[src/rtl/fr_pkg.sv]
`timescale 1ns / 1ps

package fr_pkg;

  // Result status codes
  typedef enum logic [1:0] {
    STAT_OK       = 2'd0,
    STAT_NEG_DEN  = 2'd1,
    STAT_ZERO_DEN = 2'd2
  } status_e;

  // Classification handed from front to back with each queued item
  typedef struct packed {
    status_e status;
    logic    neg;
  } fr_cls_t;

  // Back-end sequencer states
  typedef enum logic [4:0] {
    CS_IDLE = 5'b00001,
    CS_GCD  = 5'b00010,
    CS_DIVN = 5'b00100,
    CS_DIVD = 5'b01000,
    CS_DONE = 5'b10000
  } core_state_e;

endpackage

[src/rtl/fr_front.sv]
`timescale 1ns / 1ps

module fr_front #(
  parameter int unsigned W = 32
) (
  input  logic            in_valid_i,
  output logic            in_ready_o,
  input  logic [W-1:0]    num_i,
  input  logic [W-1:0]    den_i,
  output logic            push_valid_o,
  input  logic            push_ready_i,
  output fr_pkg::fr_cls_t cls_o,
  output logic [W-1:0]    mag_o,
  output logic [W-2:0]    den_o
);
  import fr_pkg::*;

  localparam logic [W-1:0] ONE = W'(1);

  assign push_valid_o = in_valid_i;
  assign in_ready_o   = push_ready_i;

  always_comb begin
    if (den_i[W-1]) begin
      cls_o.status = STAT_NEG_DEN;
    end else if (den_i == '0) begin
      cls_o.status = STAT_ZERO_DEN;
    end else begin
      cls_o.status = STAT_OK;
    end
    cls_o.neg = num_i[W-1];
  end

  // Magnitude of the most negative value fits W bits unsigned
  assign mag_o = num_i[W-1] ? (~num_i + ONE) : num_i;
  assign den_o = den_i[W-2:0];

endmodule

[src/rtl/fr_fifo.sv]
`timescale 1ns / 1ps

module fr_fifo #(
  parameter int unsigned DW = 8
) (
  input  logic          clk_i,
  input  logic          rst_ni,
  input  logic          push_valid_i,
  output logic          push_ready_o,
  input  logic [DW-1:0] push_data_i,
  output logic          pop_valid_o,
  input  logic          pop_ready_i,
  output logic [DW-1:0] pop_data_o
);
  import fr_pkg::*;

  localparam logic [1:0] FULL = 2'd2;

  logic [DW-1:0] mem_q [2];
  logic          wr_q, wr_d;
  logic          rd_q, rd_d;
  logic [1:0]    cnt_q, cnt_d;
  logic          push, pop;

  assign push_ready_o = (cnt_q != FULL);
  assign pop_valid_o  = (cnt_q != 2'd0);
  assign pop_data_o   = mem_q[rd_q];

  assign push = push_valid_i && push_ready_o;
  assign pop  = pop_valid_o && pop_ready_i;

  always_comb begin
    wr_d  = push ? ~wr_q : wr_q;
    rd_d  = pop ? ~rd_q : rd_q;
    cnt_d = cnt_q;
    if (push && !pop) begin
      cnt_d = cnt_q + 2'd1;
    end else if (pop && !push) begin
      cnt_d = cnt_q - 2'd1;
    end
  end

  always_ff @(posedge clk_i or negedge rst_ni) begin
    if (!rst_ni) begin
      wr_q  <= 1'b0;
      rd_q  <= 1'b0;
      cnt_q <= 2'd0;
    end else begin
      wr_q  <= wr_d;
      rd_q  <= rd_d;
      cnt_q <= cnt_d;
    end
  end

  always_ff @(posedge clk_i) begin
    if (push) begin
      mem_q[wr_q] <= push_data_i;
    end
  end

  a_cnt_bound: assert property (@(posedge clk_i) disable iff (!rst_ni)
    cnt_q != 2'd3)
    else $error("queue count out of range");

  a_wr_rd_ptr: assert property (@(posedge clk_i) disable iff (!rst_ni)
    (cnt_q == 2'd0 || cnt_q == FULL) |-> wr_q == rd_q)
    else $error("queue pointers disagree with count");

  a_one_ptr: assert property (@(posedge clk_i) disable iff (!rst_ni)
    cnt_q == 2'd1 |-> wr_q != rd_q)
    else $error("queue pointers disagree with single entry");

endmodule

[src/rtl/fr_div.sv]
`timescale 1ns / 1ps

module fr_div #(
  parameter int unsigned W = 32
) (
  input  logic         clk_i,
  input  logic         rst_ni,
  input  logic         start_i,
  input  logic [W-1:0] dividend_i,
  input  logic [W-1:0] divisor_i,
  output logic         done_o,
  output logic [W-1:0] quotient_o
);
  import fr_pkg::*;

  localparam int unsigned CW = $clog2(W);

  logic          busy_q, busy_d;
  logic          done_q, done_d;
  logic [CW-1:0] cnt_q, cnt_d;
  logic [W-1:0]  rem_q, rem_d;
  logic [W-1:0]  quo_q, quo_d;
  logic [W-1:0]  dsr_q, dsr_d;
  logic [W:0]    trial;
  logic [W:0]    diff;
  logic          fits;

  // One restoring step: shift in the next dividend bit, try the subtract
  assign trial = {rem_q, quo_q[W-1]};
  assign diff  = trial - {1'b0, dsr_q};
  assign fits  = !diff[W];

  always_comb begin
    busy_d = busy_q;
    done_d = 1'b0;
    cnt_d  = cnt_q;
    rem_d  = rem_q;
    quo_d  = quo_q;
    dsr_d  = dsr_q;
    if (start_i) begin
      busy_d = 1'b1;
      cnt_d  = CW'(W - 1);
      rem_d  = '0;
      quo_d  = dividend_i;
      dsr_d  = divisor_i;
    end else if (busy_q) begin
      rem_d = fits ? diff[W-1:0] : trial[W-1:0];
      quo_d = {quo_q[W-2:0], fits};
      cnt_d = cnt_q - CW'(1);
      if (cnt_q == '0) begin
        busy_d = 1'b0;
        done_d = 1'b1;
      end
    end
  end

  always_ff @(posedge clk_i or negedge rst_ni) begin
    if (!rst_ni) begin
      busy_q <= 1'b0;
      done_q <= 1'b0;
    end else begin
      busy_q <= busy_d;
      done_q <= done_d;
    end
  end

  always_ff @(posedge clk_i) begin
    cnt_q <= cnt_d;
    rem_q <= rem_d;
    quo_q <= quo_d;
    dsr_q <= dsr_d;
  end

  assign done_o     = done_q;
  assign quotient_o = quo_q;

  a_done_after_busy: assert property (@(posedge clk_i) disable iff (!rst_ni)
    done_q |-> $past(busy_q))
    else $error("divider done without a running division");

  a_no_restart: assert property (@(posedge clk_i) disable iff (!rst_ni)
    busy_q |-> !start_i)
    else $error("divider started while busy");

  a_rem_below: assert property (@(posedge clk_i) disable iff (!rst_ni)
    busy_q |-> rem_q < dsr_q)
    else $error("divider remainder not below divisor");

endmodule

[src/rtl/fr_core.sv]
`timescale 1ns / 1ps

module fr_core #(
  parameter int unsigned W = 32
) (
  input  logic            clk_i,
  input  logic            rst_ni,
  input  logic            pop_valid_i,
  output logic            pop_ready_o,
  input  fr_pkg::fr_cls_t pop_cls_i,
  input  logic [W-1:0]    pop_mag_i,
  input  logic [W-2:0]    pop_den_i,
  output logic            out_valid_o,
  input  logic            out_ready_i,
  output fr_pkg::status_e status_o,
  output logic [W-1:0]    red_num_o,
  output logic [W-2:0]    red_den_o,
  output logic            whole_o
);
  import fr_pkg::*;

  localparam int unsigned  KW      = $clog2(W);
  localparam logic [W-1:0] ONE     = W'(1);
  localparam logic [W-2:0] DEN_ONE = (W-1)'(1);

  core_state_e   state_q, state_d;
  logic          start_q, start_d;
  logic          out_valid_q, out_valid_d;
  fr_cls_t       cls_q, cls_d;
  logic [W-1:0]  mag_q, mag_d;
  logic [W-2:0]  den_q, den_d;
  logic [W-1:0]  a_q, a_d;
  logic [W-1:0]  b_q, b_d;
  logic [KW-1:0] k_q, k_d;
  logic [W-1:0]  g_q, g_d;
  logic [W-1:0]  qn_q, qn_d;
  logic [W-1:0]  qd_q, qd_d;
  status_e       status_q, status_d;
  logic [W-1:0]  red_num_q, red_num_d;
  logic [W-2:0]  red_den_q, red_den_d;
  logic          whole_q, whole_d;

  logic [W:0]    ab_diff;
  logic [W-1:0]  ab_abs;
  logic          out_load;
  logic [W-1:0]  div_dvd;
  logic          div_done;
  logic [W-1:0]  div_quo;

  // Shared divider: numerator magnitude first, then the denominator
  assign div_dvd = (state_q == CS_DIVD) ? {1'b0, den_q} : mag_q;

  fr_div #(.W(W)) u_div (
    .clk_i      (clk_i),
    .rst_ni     (rst_ni),
    .start_i    (start_q),
    .dividend_i (div_dvd),
    .divisor_i  (g_q),
    .done_o     (div_done),
    .quotient_o (div_quo)
  );

  assign ab_diff = {1'b0, a_q} - {1'b0, b_q};
  assign ab_abs  = ab_diff[W] ? (~ab_diff[W-1:0] + ONE) : ab_diff[W-1:0];

  assign pop_ready_o = (state_q == CS_IDLE);
  assign out_load    = (state_q == CS_DONE) && (!out_valid_q || out_ready_i);

  always_comb begin
    state_d     = state_q;
    start_d     = 1'b0;
    cls_d       = cls_q;
    mag_d       = mag_q;
    den_d       = den_q;
    a_d         = a_q;
    b_d         = b_q;
    k_d         = k_q;
    g_d         = g_q;
    qn_d        = qn_q;
    qd_d        = qd_q;
    status_d    = status_q;
    red_num_d   = red_num_q;
    red_den_d   = red_den_q;
    whole_d     = whole_q;
    out_valid_d = out_ready_i ? 1'b0 : out_valid_q;

    case (state_q)
      CS_IDLE: begin
        if (pop_valid_i) begin
          cls_d = pop_cls_i;
          mag_d = pop_mag_i;
          den_d = pop_den_i;
          a_d   = pop_mag_i;
          b_d   = {1'b0, pop_den_i};
          k_d   = '0;
          state_d = (pop_cls_i.status == STAT_OK) ? CS_GCD : CS_DONE;
        end
      end
      CS_GCD: begin
        // Binary gcd, one step a cycle
        if (a_q == '0) begin
          g_d     = b_q << k_q;
          start_d = 1'b1;
          state_d = CS_DIVN;
        end else if (!a_q[0] && !b_q[0]) begin
          a_d = a_q >> 1;
          b_d = b_q >> 1;
          k_d = k_q + KW'(1);
        end else if (!a_q[0]) begin
          a_d = a_q >> 1;
        end else if (!b_q[0]) begin
          b_d = b_q >> 1;
        end else if (!ab_diff[W]) begin
          a_d = ab_abs;
        end else begin
          b_d = ab_abs;
        end
      end
      CS_DIVN: begin
        if (div_done) begin
          qn_d    = div_quo;
          start_d = 1'b1;
          state_d = CS_DIVD;
        end
      end
      CS_DIVD: begin
        if (div_done) begin
          qd_d    = div_quo;
          state_d = CS_DONE;
        end
      end
      CS_DONE: begin
        if (out_load) begin
          out_valid_d = 1'b1;
          status_d    = cls_q.status;
          if (cls_q.status == STAT_OK) begin
            red_num_d = cls_q.neg ? (~qn_q + ONE) : qn_q;
            red_den_d = qd_q[W-2:0];
            whole_d   = (qd_q == ONE);
          end else begin
            red_num_d = '0;
            red_den_d = '0;
            whole_d   = 1'b0;
          end
          state_d = CS_IDLE;
        end
      end
      default: begin
        state_d = CS_IDLE;
      end
    endcase
  end

  always_ff @(posedge clk_i or negedge rst_ni) begin
    if (!rst_ni) begin
      state_q     <= CS_IDLE;
      start_q     <= 1'b0;
      out_valid_q <= 1'b0;
    end else begin
      state_q     <= state_d;
      start_q     <= start_d;
      out_valid_q <= out_valid_d;
    end
  end

  always_ff @(posedge clk_i) begin
    cls_q     <= cls_d;
    mag_q     <= mag_d;
    den_q     <= den_d;
    a_q       <= a_d;
    b_q       <= b_d;
    k_q       <= k_d;
    g_q       <= g_d;
    qn_q      <= qn_d;
    qd_q      <= qd_d;
    status_q  <= status_d;
    red_num_q <= red_num_d;
    red_den_q <= red_den_d;
    whole_q   <= whole_d;
  end

  assign out_valid_o = out_valid_q;
  assign status_o    = status_q;
  assign red_num_o   = red_num_q;
  assign red_den_o   = red_den_q;
  assign whole_o     = whole_q;

  a_gcd_b_nonzero: assert property (@(posedge clk_i) disable iff (!rst_ni)
    state_q == CS_GCD |-> b_q != '0)
    else $error("gcd operand b reached zero");

  a_start_in_div: assert property (@(posedge clk_i) disable iff (!rst_ni)
    start_q |-> (state_q == CS_DIVN || state_q == CS_DIVD))
    else $error("divider started outside a divide state");

  a_err_zeroed: assert property (@(posedge clk_i) disable iff (!rst_ni)
    (out_valid_q && status_q != STAT_OK) |->
      (red_num_q == '0 && red_den_q == '0 && !whole_q))
    else $error("refused item carries nonzero fields");

  a_whole_den: assert property (@(posedge clk_i) disable iff (!rst_ni)
    (out_valid_q && whole_q) |-> red_den_q == DEN_ONE)
    else $error("whole flag without unit denominator");

endmodule

[src/rtl/fraction_reducer.sv]
`timescale 1ns / 1ps

// Reduces one signed fraction to lowest terms. Each input beat carries a
// two's complement numerator and denominator and yields exactly one output
// beat. A negative denominator returns status 1 and a zero denominator status
// 2, both with zero fields; otherwise the gcd of |numerator| and the
// denominator divides both, the numerator keeps its sign, status is 0, and
// whole_number flags a reduced denominator of one. Items are classified on
// entry and parked in a two-entry queue, so the input keeps taking beats
// (up to two ahead) while the back end works or the output is stalled. The
// back end handles one item at a time. It runs a binary gcd loop doing one
// shift or subtract per cycle, then two bit-serial restoring divisions on one
// shared divider. Each division loads its operands on a start pulse, runs
// VALUE_WIDTH restoring steps and then raises done. Around these, the back
// end pops the queue, sees the gcd finish and loads the output beat. Every
// subtract is followed by a shift that drops an operand bit, so the number
// of gcd steps stays under 4*VALUE_WIDTH. A refused item skips the gcd and
// the divisions and goes straight to loading its output beat. An accepted
// input beat waits in the queue until the back end is idle and pops it. No
// state survives between items.

module fraction_reducer #(
  parameter int unsigned VALUE_WIDTH = 32
) (
  input  logic                   clk_i,
  input  logic                   rst_ni,
  input  logic                   in_valid_i,
  output logic                   in_ready_o,
  input  logic [VALUE_WIDTH-1:0] numerator_i,
  input  logic [VALUE_WIDTH-1:0] denominator_i,
  output logic                   out_valid_o,
  input  logic                   out_ready_i,
  output logic [1:0]             status_o,
  output logic [VALUE_WIDTH-1:0] reduced_numerator_o,
  output logic [VALUE_WIDTH-2:0] reduced_denominator_o,
  output logic                   whole_number_o
);
  import fr_pkg::*;

  // Queue entry: classification, numerator magnitude, positive denominator
  localparam int unsigned ENT_W = $bits(fr_cls_t) + 2 * VALUE_WIDTH - 1;

  logic                   push_valid;
  logic                   push_ready;
  fr_cls_t                push_cls;
  logic [VALUE_WIDTH-1:0] push_mag;
  logic [VALUE_WIDTH-2:0] push_den;
  logic [ENT_W-1:0]       push_data;

  logic                   pop_valid;
  logic                   pop_ready;
  logic [ENT_W-1:0]       pop_data;
  fr_cls_t                pop_cls;
  logic [VALUE_WIDTH-1:0] pop_mag;
  logic [VALUE_WIDTH-2:0] pop_den;

  status_e                core_status;

  // Front: sign/zero checks and magnitude
  fr_front #(.W(VALUE_WIDTH)) u_front (
    .in_valid_i   (in_valid_i),
    .in_ready_o   (in_ready_o),
    .num_i        (numerator_i),
    .den_i        (denominator_i),
    .push_valid_o (push_valid),
    .push_ready_i (push_ready),
    .cls_o        (push_cls),
    .mag_o        (push_mag),
    .den_o        (push_den)
  );

  assign push_data = {push_cls, push_mag, push_den};

  // Decoupling queue between classifier and the gcd/divide engine
  fr_fifo #(.DW(ENT_W)) u_fifo (
    .clk_i        (clk_i),
    .rst_ni       (rst_ni),
    .push_valid_i (push_valid),
    .push_ready_o (push_ready),
    .push_data_i  (push_data),
    .pop_valid_o  (pop_valid),
    .pop_ready_i  (pop_ready),
    .pop_data_o   (pop_data)
  );

  assign {pop_cls, pop_mag, pop_den} = pop_data;

  // Back: binary gcd, two divisions, registered output beat
  fr_core #(.W(VALUE_WIDTH)) u_core (
    .clk_i       (clk_i),
    .rst_ni      (rst_ni),
    .pop_valid_i (pop_valid),
    .pop_ready_o (pop_ready),
    .pop_cls_i   (pop_cls),
    .pop_mag_i   (pop_mag),
    .pop_den_i   (pop_den),
    .out_valid_o (out_valid_o),
    .out_ready_i (out_ready_i),
    .status_o    (core_status),
    .red_num_o   (reduced_numerator_o),
    .red_den_o   (reduced_denominator_o),
    .whole_o     (whole_number_o)
  );

  assign status_o = core_status;

endmodule
[config.mk]
export PLATFORM = sky130hd
export DESIGN_NAME = fraction_reducer
export DESIGN_NICKNAME = d
export VERILOG_FILES = /design/src/rtl/fr_pkg.sv /design/src/rtl/fr_front.sv /design/src/rtl/fr_fifo.sv /design/src/rtl/fr_div.sv /design/src/rtl/fr_core.sv /design/src/rtl/fraction_reducer.sv
export SDC_FILE = /design/constraint.sdc
export NUM_CORES = 1
export LEC_CHECK = 0
export ABC_AREA = 1
export BUFFER_PORTS_ARGS = -buffer_cell sky130_fd_sc_hd__buf_2
export CORE_ASPECT_RATIO = 1.1
export CORE_MARGIN = 2
export CORE_UTILIZATION = 50
export CTS_BUF_LIST = sky130_fd_sc_hd__clkbuf_8 sky130_fd_sc_hd__clkbuf_16
export DETAILED_ROUTE_END_ITERATION = 10
export PLACE_DENSITY = 0.67
export SLEW_MARGIN = 25
export SYNTH_ARGS = -nofsm -noshare
export SYNTH_HDL_FRONTEND = slang
export SYNTH_SLANG_ARGS = --single-unit
[constraint.sdc]
create_clock -name clk_i -period 6 [get_ports clk_i]
set_input_delay 1.5 -clock clk_i [delete_from_list [all_inputs] [get_ports clk_i]]
set_output_delay 1.5 -clock clk_i [all_outputs]
set_load 0.005 [all_outputs]
# [After elaboration in Yosys (flattened, before gate mapping)]
# Memories as Yosys holds them, arrays and structs flattened.
# Index checks and enable logic that the tools add are counted.
[classes] add_sub_neg=9 n_eq_ne=18 shifts=1 n_mux=50 n_bitwise=5 n_reduce_logical=33
[op_table] op="$mux 32" count=19
[op_table] op="$pmux 32 s2" count=2
[op_table] op="$add 32x1->32 const B" count=3
[op_table] op="$not 32->32" count=3
[op_table] op="$logic_not 32->1" count=2
[op_table] op="$mux 5" count=9
[op_table] op="$sub 32x32->33" count=1
[op_table] op="$sub 33x32->33" count=1
[op_table] op="$eq 32x1->1 const B" count=1
[op_table] op="$shl 32x5->32" count=1
[op_table] op="$pmux 5 s5" count=1
[op_table] op="$reduce_and 5->1" count=3
[op_table] op="$mux 1" count=13
[op_table] op="$ne 4x4->1 const B" count=3
[op_table] op="$pmux 5 s2" count=1
[op_table] op="$reduce_and 2->1" count=5
[op_table] op="$mux 2" count=4
[op_table] op="$ne 2x1->1 const B" count=4
[op_table] op="$ne 2x2->1 const B" count=4
[op_table] op="$reduce_and 4->1" count=2
[op_table] op="$reduce_bool 2->1" count=4
[op_table] op="$logic_and 1x1->1" count=6
[op_table] op="$logic_not 1->1" count=6
[op_table] op="$add 5x1->5 const B" count=1
[op_table] op="other kinds (15)" count=17
[word_totals] regBits=411 mem_bits_rw=132 inputBits=68 out_inout_bits=68 word_cells=145 mem_count=1
[memory_table] name="u_fifo.mem_q" depth=2 word_bits=66 rd=1 rd_clocked_by_memory_dff=0 wr=1 line="fr_fifo.sv:19" text="logic [DW-1:0] mem_q [2];"

# [Longest topological paths before layout]
# Gate-level depths: netlist of run 1.
[depth] depth_word=10 mapped_depth=20 mapped_depth_nobuf=20

# [Cells and area by module]
# From an unflattened synthesis of run 1, not the netlist that was laid out.
[unflattened] hier_cells=3785 area_unflattened_um2=31102.3
[by_module_without_submodules] mod="fr_core" n_inst=1 cells_per_inst=2113 area_per_inst_um2=17803.3 seq_area_each_um2=9095.0
[by_module_without_submodules] mod="fr_div" n_inst=1 cells_per_inst=1029 area_per_inst_um2=6866.6 seq_area_each_um2=2712.6
[by_module_without_submodules] mod="fr_fifo" n_inst=1 cells_per_inst=374 area_per_inst_um2=5036.1 seq_area_each_um2=4063.9
[by_module_without_submodules] mod="fr_front" n_inst=1 cells_per_inst=269 area_per_inst_um2=1396.3 seq_area_each_um2=0.0

# [Worst setup path after synthesis of run 1]
# OpenSTA, ideal clock, no wires.
[synth_timing] kind="register to register" startpoint="register u_core.state_q[3]" endpoint="register u_fifo.cnt_q[1]" setup_ns=0.131 arrival_ns=5.101 required_time_ns=5.869 slack_ns=0.768 path_stages_with_launch=11 path_buffers=0 period_less_slack_ns=5.232 path_cell_list="dfrtp_1 -> nor2_1 -> inv_1 -> nor2_1 -> nand3_1 -> a21oi_1 -> inv_1 -> ha_1 -> a21oi_1 -> o21ai_0 -> xor2_1"
[synth_via] elab_chain_cells=5 elab_cells_between_ends=7 cone_classes="eq/ne: 1; mux: 1; reduce/logical: 5"
[synth_rtl] element="start, declared" line="fr_core.sv:26" text="core_state_e state_q, state_d;"
[synth_rtl] element="start signal, assigned" line="fr_core.sv:160" text="state_q <= state_d;"
[synth_rtl] element="$eq 5x1->1 (*)" line="fr_core.sv:66" text="assign pop_ready_o = (state_q == CS_IDLE);"
[synth_rtl] element="$logic_and 1x1->1 (*)" line="fr_fifo.sv:30" text="assign pop = pop_valid_o && pop_ready_i;"
[synth_rtl] element="via u_fifo.pop" line="fr_fifo.sv:23" text="logic push, pop;"
[synth_rtl] element="$logic_not 1->1" line="fr_fifo.sv:36" text="if (push && !pop) begin"
[synth_rtl] element="$logic_and 1x1->1" line="fr_fifo.sv:36"
[synth_rtl] element="$mux 2 / $reduce_bool 2->1 (equally long branches)"
[synth_rtl] element="end signal, assigned" line="fr_fifo.sv:51" text="cnt_q <= cnt_d;"
[synth_rtl] element="end, declared" line="fr_fifo.sv:22" text="logic [1:0] cnt_q, cnt_d;"
# Mark *: on every way through the listed nets, which the timed path passes. The rest lies on a longest branch.
# A chain may end at the register's enable or synchronous reset.

# [Worst setup path in the final report of run 1]
[layout_timing] startpoint="register u_core.state_q[3]" endpoint="register u_core.b_q[31] (enable)"
[layout_via] elab_chain_cells=3 elab_cells_between_ends=8 cone_classes="eq/ne: 6; reduce/logical: 2"
[layout_rtl] element="$eq 5x2->1 / $eq 5x1->1 (equally long branches)" line="fr_core.sv:87" text="case (state_q)"
[layout_rtl] element="$ne 4x4->1 (no source line), or another cell as far along"
[layout_rtl] element="$reduce_and 5->1 (no source line) (*)"
[layout_rtl] element="end signal, assigned" line="fr_core.sv:171" text="b_q <= b_d;"
[layout_rtl] element="end, declared" line="fr_core.sv:33" text="logic [W-1:0] b_q, b_d;"
# Mark *: on every way between the ends. The rest lies on a longest branch, timed or not.

==> results of run 1 <==
report_power, final:
part / switching [mW] / internal [mW]
Clock: 1.53 / 2.01
Sequential: 0.578 / 5.49
Combinational: 6.25 / 2.27
metal layers:
layer | GRT usage | up-vias
li1 | - | 11000
met1 | 0.351 | 10600
met2 | 0.456 | 691
met3 | 0.0301 | 134
met4 | 0.0911 | 0
met5 | 0 | -
kinds of logic after synthesis:
kind of cell / Yosys count / synth area share
AO/OA/AOI/OAI: 546 / 0.103
adder cells (fa/ha/maj): 74 / 0.0327
AND/OR/NAND/NOR: 1471 / 0.220
XOR/XNOR: 67 / 0.0204
buffers and inverters: 490 / 0.0650
multiplexers: 20 / 0.00697
flip-flops: 543 / 0.552
flip-flops by register name, summed over array words and instances (netlist names), 2 cells and up:
signal	flops
u_core.mag_q	32
u_core.qn_q	32
u_core.g_q	32
u_core.k_q	5
u_core.u_div.quotient_o	32
u_core.b_q	32
u_core.red_den_o	31
u_core.a_q	32
u_core.u_div.dsr_q	32
u_core.status_o	2
u_core.state_q	5
u_core.red_num_o	32
u_fifo.cnt_q	2
u_core.u_div.rem_q	32
u_core.den_q	31
u_core.u_div.cnt_q	5
u_fifo.mem_q	132
u_core.cls_q	3
u_core.qd_q	32
layout make-up:
cell class              instances  area, sq um
repair buffers                157          841
clock inverters                51          483
well taps                     752          941
multi-input cells            2178        11000
flip-flops and latches        543        15900
diodes                          1         2.50
fillers                      5170        25000
clock buffers                  57         1430
inverters                     384         1440
cells in the final DEF, fill, tap and decap left out, types with 14 or more instances in the layout:
master / count
nor3_1: 29
nand4_1: 30
nor2_4: 18
o22ai_1: 25
nand2_1: 811
xnor2_1: 28
o21ai_0: 182
edfxtp_1: 493
o21ai_1: 18
nor2_2: 17
nor2_1: 335
xor2_1: 39
inv_1: 373
buf_2: 135
ha_1: 72
nand3_1: 127
o211ai_1: 14
clkbuf_16: 57
a21oi_1: 255
buf_4: 22
nand2_2: 22
nor4_1: 33
mux2i_1: 20
dfxtp_1: 37
clkinv_1: 15
cell usage after synthesis, types with 7 or more instances:
cell	n	area, sq um
dfrtp_1	12	300
o22ai_1	25	156
nor2_2	14	87.6
ha_1	72	901
a31oi_1	7	43.8
nand3_2	8	80.1
buf_2	7	35.0
a21oi_1	256	1280
edfxtp_1	493	14800
nand4_1	30	188
o211ai_1	14	105
xnor2_1	28	245
dfxtp_1	37	741
nor2_4	15	169
clkbuf_1	91	342
or2_2	11	68.8
mux2i_1	20	200
nand2_2	22	138
nor2_1	341	1280
inv_1	368	1380
inv_2	11	41.3
a21o_1	8	60.1
nor3_1	29	145
nand2_1	811	3040
xor2_1	39	342
nor4_1	33	206
nand3_1	127	636
o21ai_0	183	916
o21ai_1	18	90.1
worst reg2reg max path, stage by stage (launching register included):
cell      delay, ns
dfrtp_1        0.40
nor2_1         0.11
inv_1          0.09
nor4_4         0.14
buf_4          0.60
clkinv_1       1.06
nor2_1         0.54
a21oi_1        0.16
o31a_1         0.12
buf_4          0.26
how the worst min path moves through the flow:
stage,end,slack (ns),cells past startpoint
finish,u_core.u_div.dsr_q[30]$_DFFE_PP_,0.39,0
global route,u_core.u_div.dsr_q[16]$_DFFE_PP_,0.41,0
CTS,u_core.u_div.dsr_q[30]$_DFFE_PP_,0.39,0
detailed placement,u_core.u_div.dsr_q[0]$_DFFE_PP_,0.40,0
global placement,u_core.u_div.dsr_q[20]$_DFFE_PP_,0.40,0
floorplan,u_core.u_div.dsr_q[0]$_DFFE_PP_,0.40,0
==> impl_results.md, run 1 <==
* Post-synth EDFFs at 493
* R2R cell count at 9
* Starting Density at 0.503
* Vias in the first global route at 21500
* Worst-margin pin slew at 0.989 ns
* Inst Count DP at ~4000
* Fin nets at 3463
* Area delta synth->final at 11.5%
* Wire length on met2 at 39100 um
* Worst hold margin at 0.392 ns
* Setup TNS at 0 ns
* Worst-path cell chain: nor2_1 -> inv_1 -> nor4_4 -> buf_4 -> clkinv_1 -> nor2_1 -> a21oi_1 -> o31a_1 -> buf_4
* Share of layout cells above drive strength 1 at 0.107
* Die Footprint at 0.0594 sq mm
* Initial antenna violation count at 0
* Final ANT Viol Nets at 0
* GP Congestion at around 0.94
* CP Buf/Inv Count at 4
* Pre-Repair DR Iteration Count at 7
* RR Startpoint: u_core.state_q[3]$_DFFE_PN0P_
* Sequential-to-total area share from yosys stat at 0.552
* Cell Area, Placed at ~0.030 sq mm
* Num CTS Buffers at 57
* Util after Layout at 0.561
* Die X at 233 um
* Cell Rows at just over 90
* Dominant synthesized flop cell: edfxtp_1
* Total track usage at 0.266
* CTS Hold Bufs at 0
* Die height at 255 um
* Syn Inst Count at 3211
* Worst setup margin at 2.20 ns
* Largest net degree at the start of global routing at 72
* R2R Setup Slk at around 2.2 ns
* Tightest Hold Check Type: reg -> reg
* RSZ-0062 raised after global routing: no
* GRT overflow at 0
* Post-synth ARST share at 0.0239
* Yosys warns at 0
* Critical Path Stages at 9
* Post-Layout Cell Count at 4123
* Worst rel slew slack at 0.336
* H-Tree Level Count at 2
* Pre-CTS WS at just over 2 ns
* Peak VDD IR at between 0.0003 and 0.0004 V
* Max Clock Skew at 0.0621 ns
* Vias post-DR at 22400
* CTS tree: done
* Worst Min Path Start: u_core.g_q[30]$_DFFE_PP_
* Total power draw at 18.1 mW
* WS Path Type: reg -> reg
* Setup bufs post-CTS at 0
* Wl on met1 at 33600 um
* Final Cycle Share at 0.634
* Drt wl/cell at just under 20 um
* Pwr/cell area at between 500 and 600 mW/mm^2
* Yosys reg bits at between 500 and 600
* Crit Path Max Fanout at 70
* CTS resizes at 0
* Final hold viol count at 0
* WL met3 at between 4000 and 5000 um
* Crit path from: u_core.state_q[3]$_DFFE_PN0P_
* Synthesized Nets at 3353
* CP endpoint kind: register
* Post-route DRC at 0
* Slew Viols, Final at 0
* Clock transition at path regs at 0.06 ns
* Maxcap violations at 0
* WP data required at approximately 6.3 ns
* Synth cell types at 63
* Worst EP arrival at 4.11 ns
* DRT iter0 DRCs at roughly 2000
* Outcome: finished, final reports clean
* Setup-failing EPs final at 0
* Minimum clock period at 3.80 ns
* FF-to-FF End: u_core.b_q[31]$_SDFFCE_PP0P_
* Syn Area/Cell at 8.95 sq um
* First-pass GRT wire length at 122000 um
* Boundary pin count at 136
* Clk buf depth at 3
* Fmax at about 260 MHz
* Root Buffer: clkbuf_16
* Design area at 0.0321 sq mm
* Clk_lat worst skew at about 0.65 ns
* Routed wire length at 79700 um
* Lkg Pwr at ~13 nW
* Port-buffer cells at approximately 140
* Post-Syn Area at 0.0287 sq mm
* Top sig layer: met4
* Dpl hpwl at 60400 um
* TritonCTS Sinks at 543
* CP Launch Type: register
* Crit path max-delay family: buffers and inverters
* Vias per std cell at ~5.4
* Setup crit end: u_core.b_q[31]$_SDFFCE_PP0P_
* Worst path slowest cell: clkinv_1
* Crit-path max cell delay at around 1.0 ns
* Area of the core at roughly 0.057 sq mm
Power figures use the tool's default switching activity.
==> run 2: changes to the inputs <==
--- a/config.mk
+++ b/config.mk
@@ -12,7 +12,7 @@
 export CORE_UTILIZATION = 50
 export CTS_BUF_LIST = sky130_fd_sc_hd__clkbuf_8 sky130_fd_sc_hd__clkbuf_16
 export DETAILED_ROUTE_END_ITERATION = 10
-export PLACE_DENSITY = 0.67
+export PLACE_DENSITY = 0.7
 export SLEW_MARGIN = 25
 export SYNTH_ARGS = -nofsm -noshare
 export SYNTH_HDL_FRONTEND = slang
==> constraint.sdc (replaced) <==
create_clock -name clk_i -period 3.3 [get_ports clk_i]
set_input_delay 0.825 -clock clk_i [delete_from_list [all_inputs] [get_ports clk_i]]
set_output_delay 0.825 -clock clk_i [all_outputs]
set_load 0.005 [all_outputs]
==> impl_results.md, run 2 (synthesized netlist as in run 1, its figures left out) <==
* Most frequent cells in the layout: nand2_1 (808), edfxtp_1 (493), inv_1 (385)
* Tightest Hold Check Type: in -> async
* Max Clock Skew at 0.0300 ns (-0.0321 ns)
* Initial antenna violation count at 0 (unchanged)
* Die height at 255 um (unchanged)
* Comb pwr share at 0.498 (+0.028)
* Num CTS Buffers at 55 (-3.5%)
* Clock transition at path regs at 0.06 ns (about the same)
* TritonCTS Sinks at 543 (unchanged)
* Final ANT Viol Nets at 0 (unchanged)
* Top reg by flops: u_fifo.mem_q
* Final Cycle Share at 0.964 (+0.330)
* Post-Layout Cell Count at 4188 (+1.6%)
* Most common cell after layout, fill and taps aside: nand2_1
* Clk_lat worst skew at 0.62 ns (-0.03 ns)
* Total power draw at 33.7 mW (+86%)
* Cell Rows at 92 (unchanged)
* Worst setup margin at 0.118 ns (-2.08 ns)
* Worst rel slew slack at 0.345 (+0.00887)
* Port-buffer cells at 135 (unchanged)
* Post-route DRC at 0 (unchanged)
* CP Buf/Inv Count at 0 (-4)
* Die Footprint at 0.0594 sq mm (unchanged)
* Reg power frac at 0.321 (-0.014)
* Fin nets at 3532 (+2.0%)
* GRT overflow at 0 (unchanged)
* First-pass GRT wire length at 121000 um (-0.66%)
* Area of the core at 0.0571 sq mm (unchanged)
* Area delta synth->final at 13.7%
* Worst-path cell chain: ha_4 -> fa_1 -> ha_2 -> a21boi_4 -> nand3_2 -> nor2_4 -> nand3_2 -> nor2_4 -> nand2_4 -> nor2_8 -> nand3_4 -> nor2_2 -> nand3_1 -> nand3_2 -> a21oi_2
* Sw frac at 0.457 (-0.00437)
* P_int at 18.3 mW (+87%)
* CTS Hold Bufs at 0 (unchanged)
* CTS tree: done
* Starting Density at 0.503 (unchanged)
* Boundary pin count at 136 (unchanged)
* Routed wire length at 79700 um (about the same)
* Vias in the first global route at 21400 (-0.47%)
* Most common cell on crit path: nand3_2
* H-Tree Level Count at 2 (unchanged)
* Vias per std cell at 5.43 (-0.27%)
* Lkg Pwr at 13.7 nW (+2.9%)
* Max reg flops at 132 (unchanged)
* WP data required at 3.65 ns (-2.66 ns)
* Setup-failing EPs final at 0 (unchanged)
* Inst Count DP at 4080 (+1.6%)
* Die X at 233 um (unchanged)
* Dpl hpwl at 60800 um (+0.58%)
* RSZ-0062 raised after global routing: yes
* Root Buffer: clkbuf_16
* N_diodes at 0 (-1)
* Fmax at 314 MHz (+20%)
* Largest net degree at the start of global routing at 69 (-4.2%)
* Outcome: finished, final reports clean
* Design area at 0.0327 sq mm (+2.0%)
* Crit Path Max Fanout at 7 (-90%)
* Drt wl/cell at 19.0 um (-1.6%)
* Clock power share at 0.181 (-0.014)
* Pre-Repair DR Iteration Count at 6 (-1)
* Maxcap violations at 0 (unchanged)
* DRT iter0 DRCs at 2164 (+6.5%)
* Peak VDD IR at 0.000528 V (+64%)
* CP endpoint kind: register
* Fillers at 5057 (-2.2%)
* CP Launch Type: register
* Total track usage at 0.266 (-0.000696)
* Slew Viols, Final at 0 (unchanged)
* Vias post-DR at 22700 (+1.3%)
* Worst-margin pin slew at 0.981 ns (-0.00828 ns)
* Share of layout cells above drive strength 1 at 0.127 (+0.0204)
* Minimum clock period at 3.18 ns (-0.622 ns)
* Cell Area, Placed at 0.0308 sq mm (+2.1%)
* Worst EP arrival at 3.53 ns (-0.58 ns)
* Final hold viol count at 0 (unchanged)
* WS Path Type: reg -> reg
* Setup TNS at 0 ns (unchanged)
* Psw at 15.4 mW (+84%)
* Pwr/cell area at 1030 mW/mm^2 (+82%)
* Clk buf depth at 3 (unchanged)
* Worst path slowest cell: fa_1
* Pre-CTS WS at 0.0604 ns (-1.97 ns)
* GP Congestion at 0.968 (+3.3%)
* Crit-path max cell delay at 0.56 ns (-0.45 ns)
* Crit path max-delay family: simple AND/OR/NAND/NOR gates
## run 2: what timing repair did
action	4_1_cts	5_1_grt
setup buffers	0	5
resized for setup	0	30
endpoints found under the setup margin	0	110
## run 2: path summary, 6_finish.rpt
| check | cells past startpoint | slack, ns | start | endpoint |
|---|---|---|---|---|
| setup / recovery | 15 | 0.12 | u_core.b_q[0]$_DFFE_PP_ | u_core.b_q[20]$_DFFE_PP_ |
| hold / removal | 1 | 0.11 | rst_ni | u_core.out_valid_o$_DFF_PN0_ |
| setup reg to reg | 15 | 0.12 | u_core.b_q[0]$_DFFE_PP_ | u_core.b_q[20]$_DFFE_PP_ |
| hold reg to reg | 0 | 0.41 | u_core.g_q[17]$_DFFE_PP_ | u_core.u_div.dsr_q[17]$_DFFE_PP_ |
| max in group asynchronous | 1 | 2.88 | rst_ni | u_core.state_q[0]$_DFFE_PN1P_ |
| min in group clk_i | 1 | 0.40 | denominator_i[4] | u_fifo.mem_q[1][4]$_DFFE_PP_ |
## run 2: area by class of cell
type / count / area, sq um / share of cell area
tap: 752 / 941 / 0.0288
timing repair buffer: 228 / 1500 / 0.0459
clock buffer: 55 / 1380 / 0.0421
inverter: 384 / 1440 / 0.0441
sequential: 543 / 15900 / 0.486
clock inverter: 48 / 382 / 0.0117
multi-input combinational: 2178 / 11200 / 0.342
## run 2: metrics by stage
stage,util,hold slack [ns]
floorplan,-,0.400
global placement,0.539,0.400
detailed placement,0.539,0.405
CTS,0.570,0.0850
global route,0.572,0.111
finish,0.572,0.111
## run 2: power groups by stage
stage	Clock (mW)	Sequential, mW	Combinational, mW
2_1_floorplan	0	10.6	10.7
3_5_place_dp	0	10.9	16.3
3_3_place_gp	0	10.9	16.2
5_1_grt	6.42	10.9	18.4
6_report	6.08	10.8	16.8
4_1_cts	6.15	10.8	16.4
## run 2: routing by layer
metal / wire length, um / track usage
met1: 33100 / 0.356
met2: 37500 / 0.432
met3: 5220 / 0.0355
met4: 3850 / 0.116
met5: 0 / 0
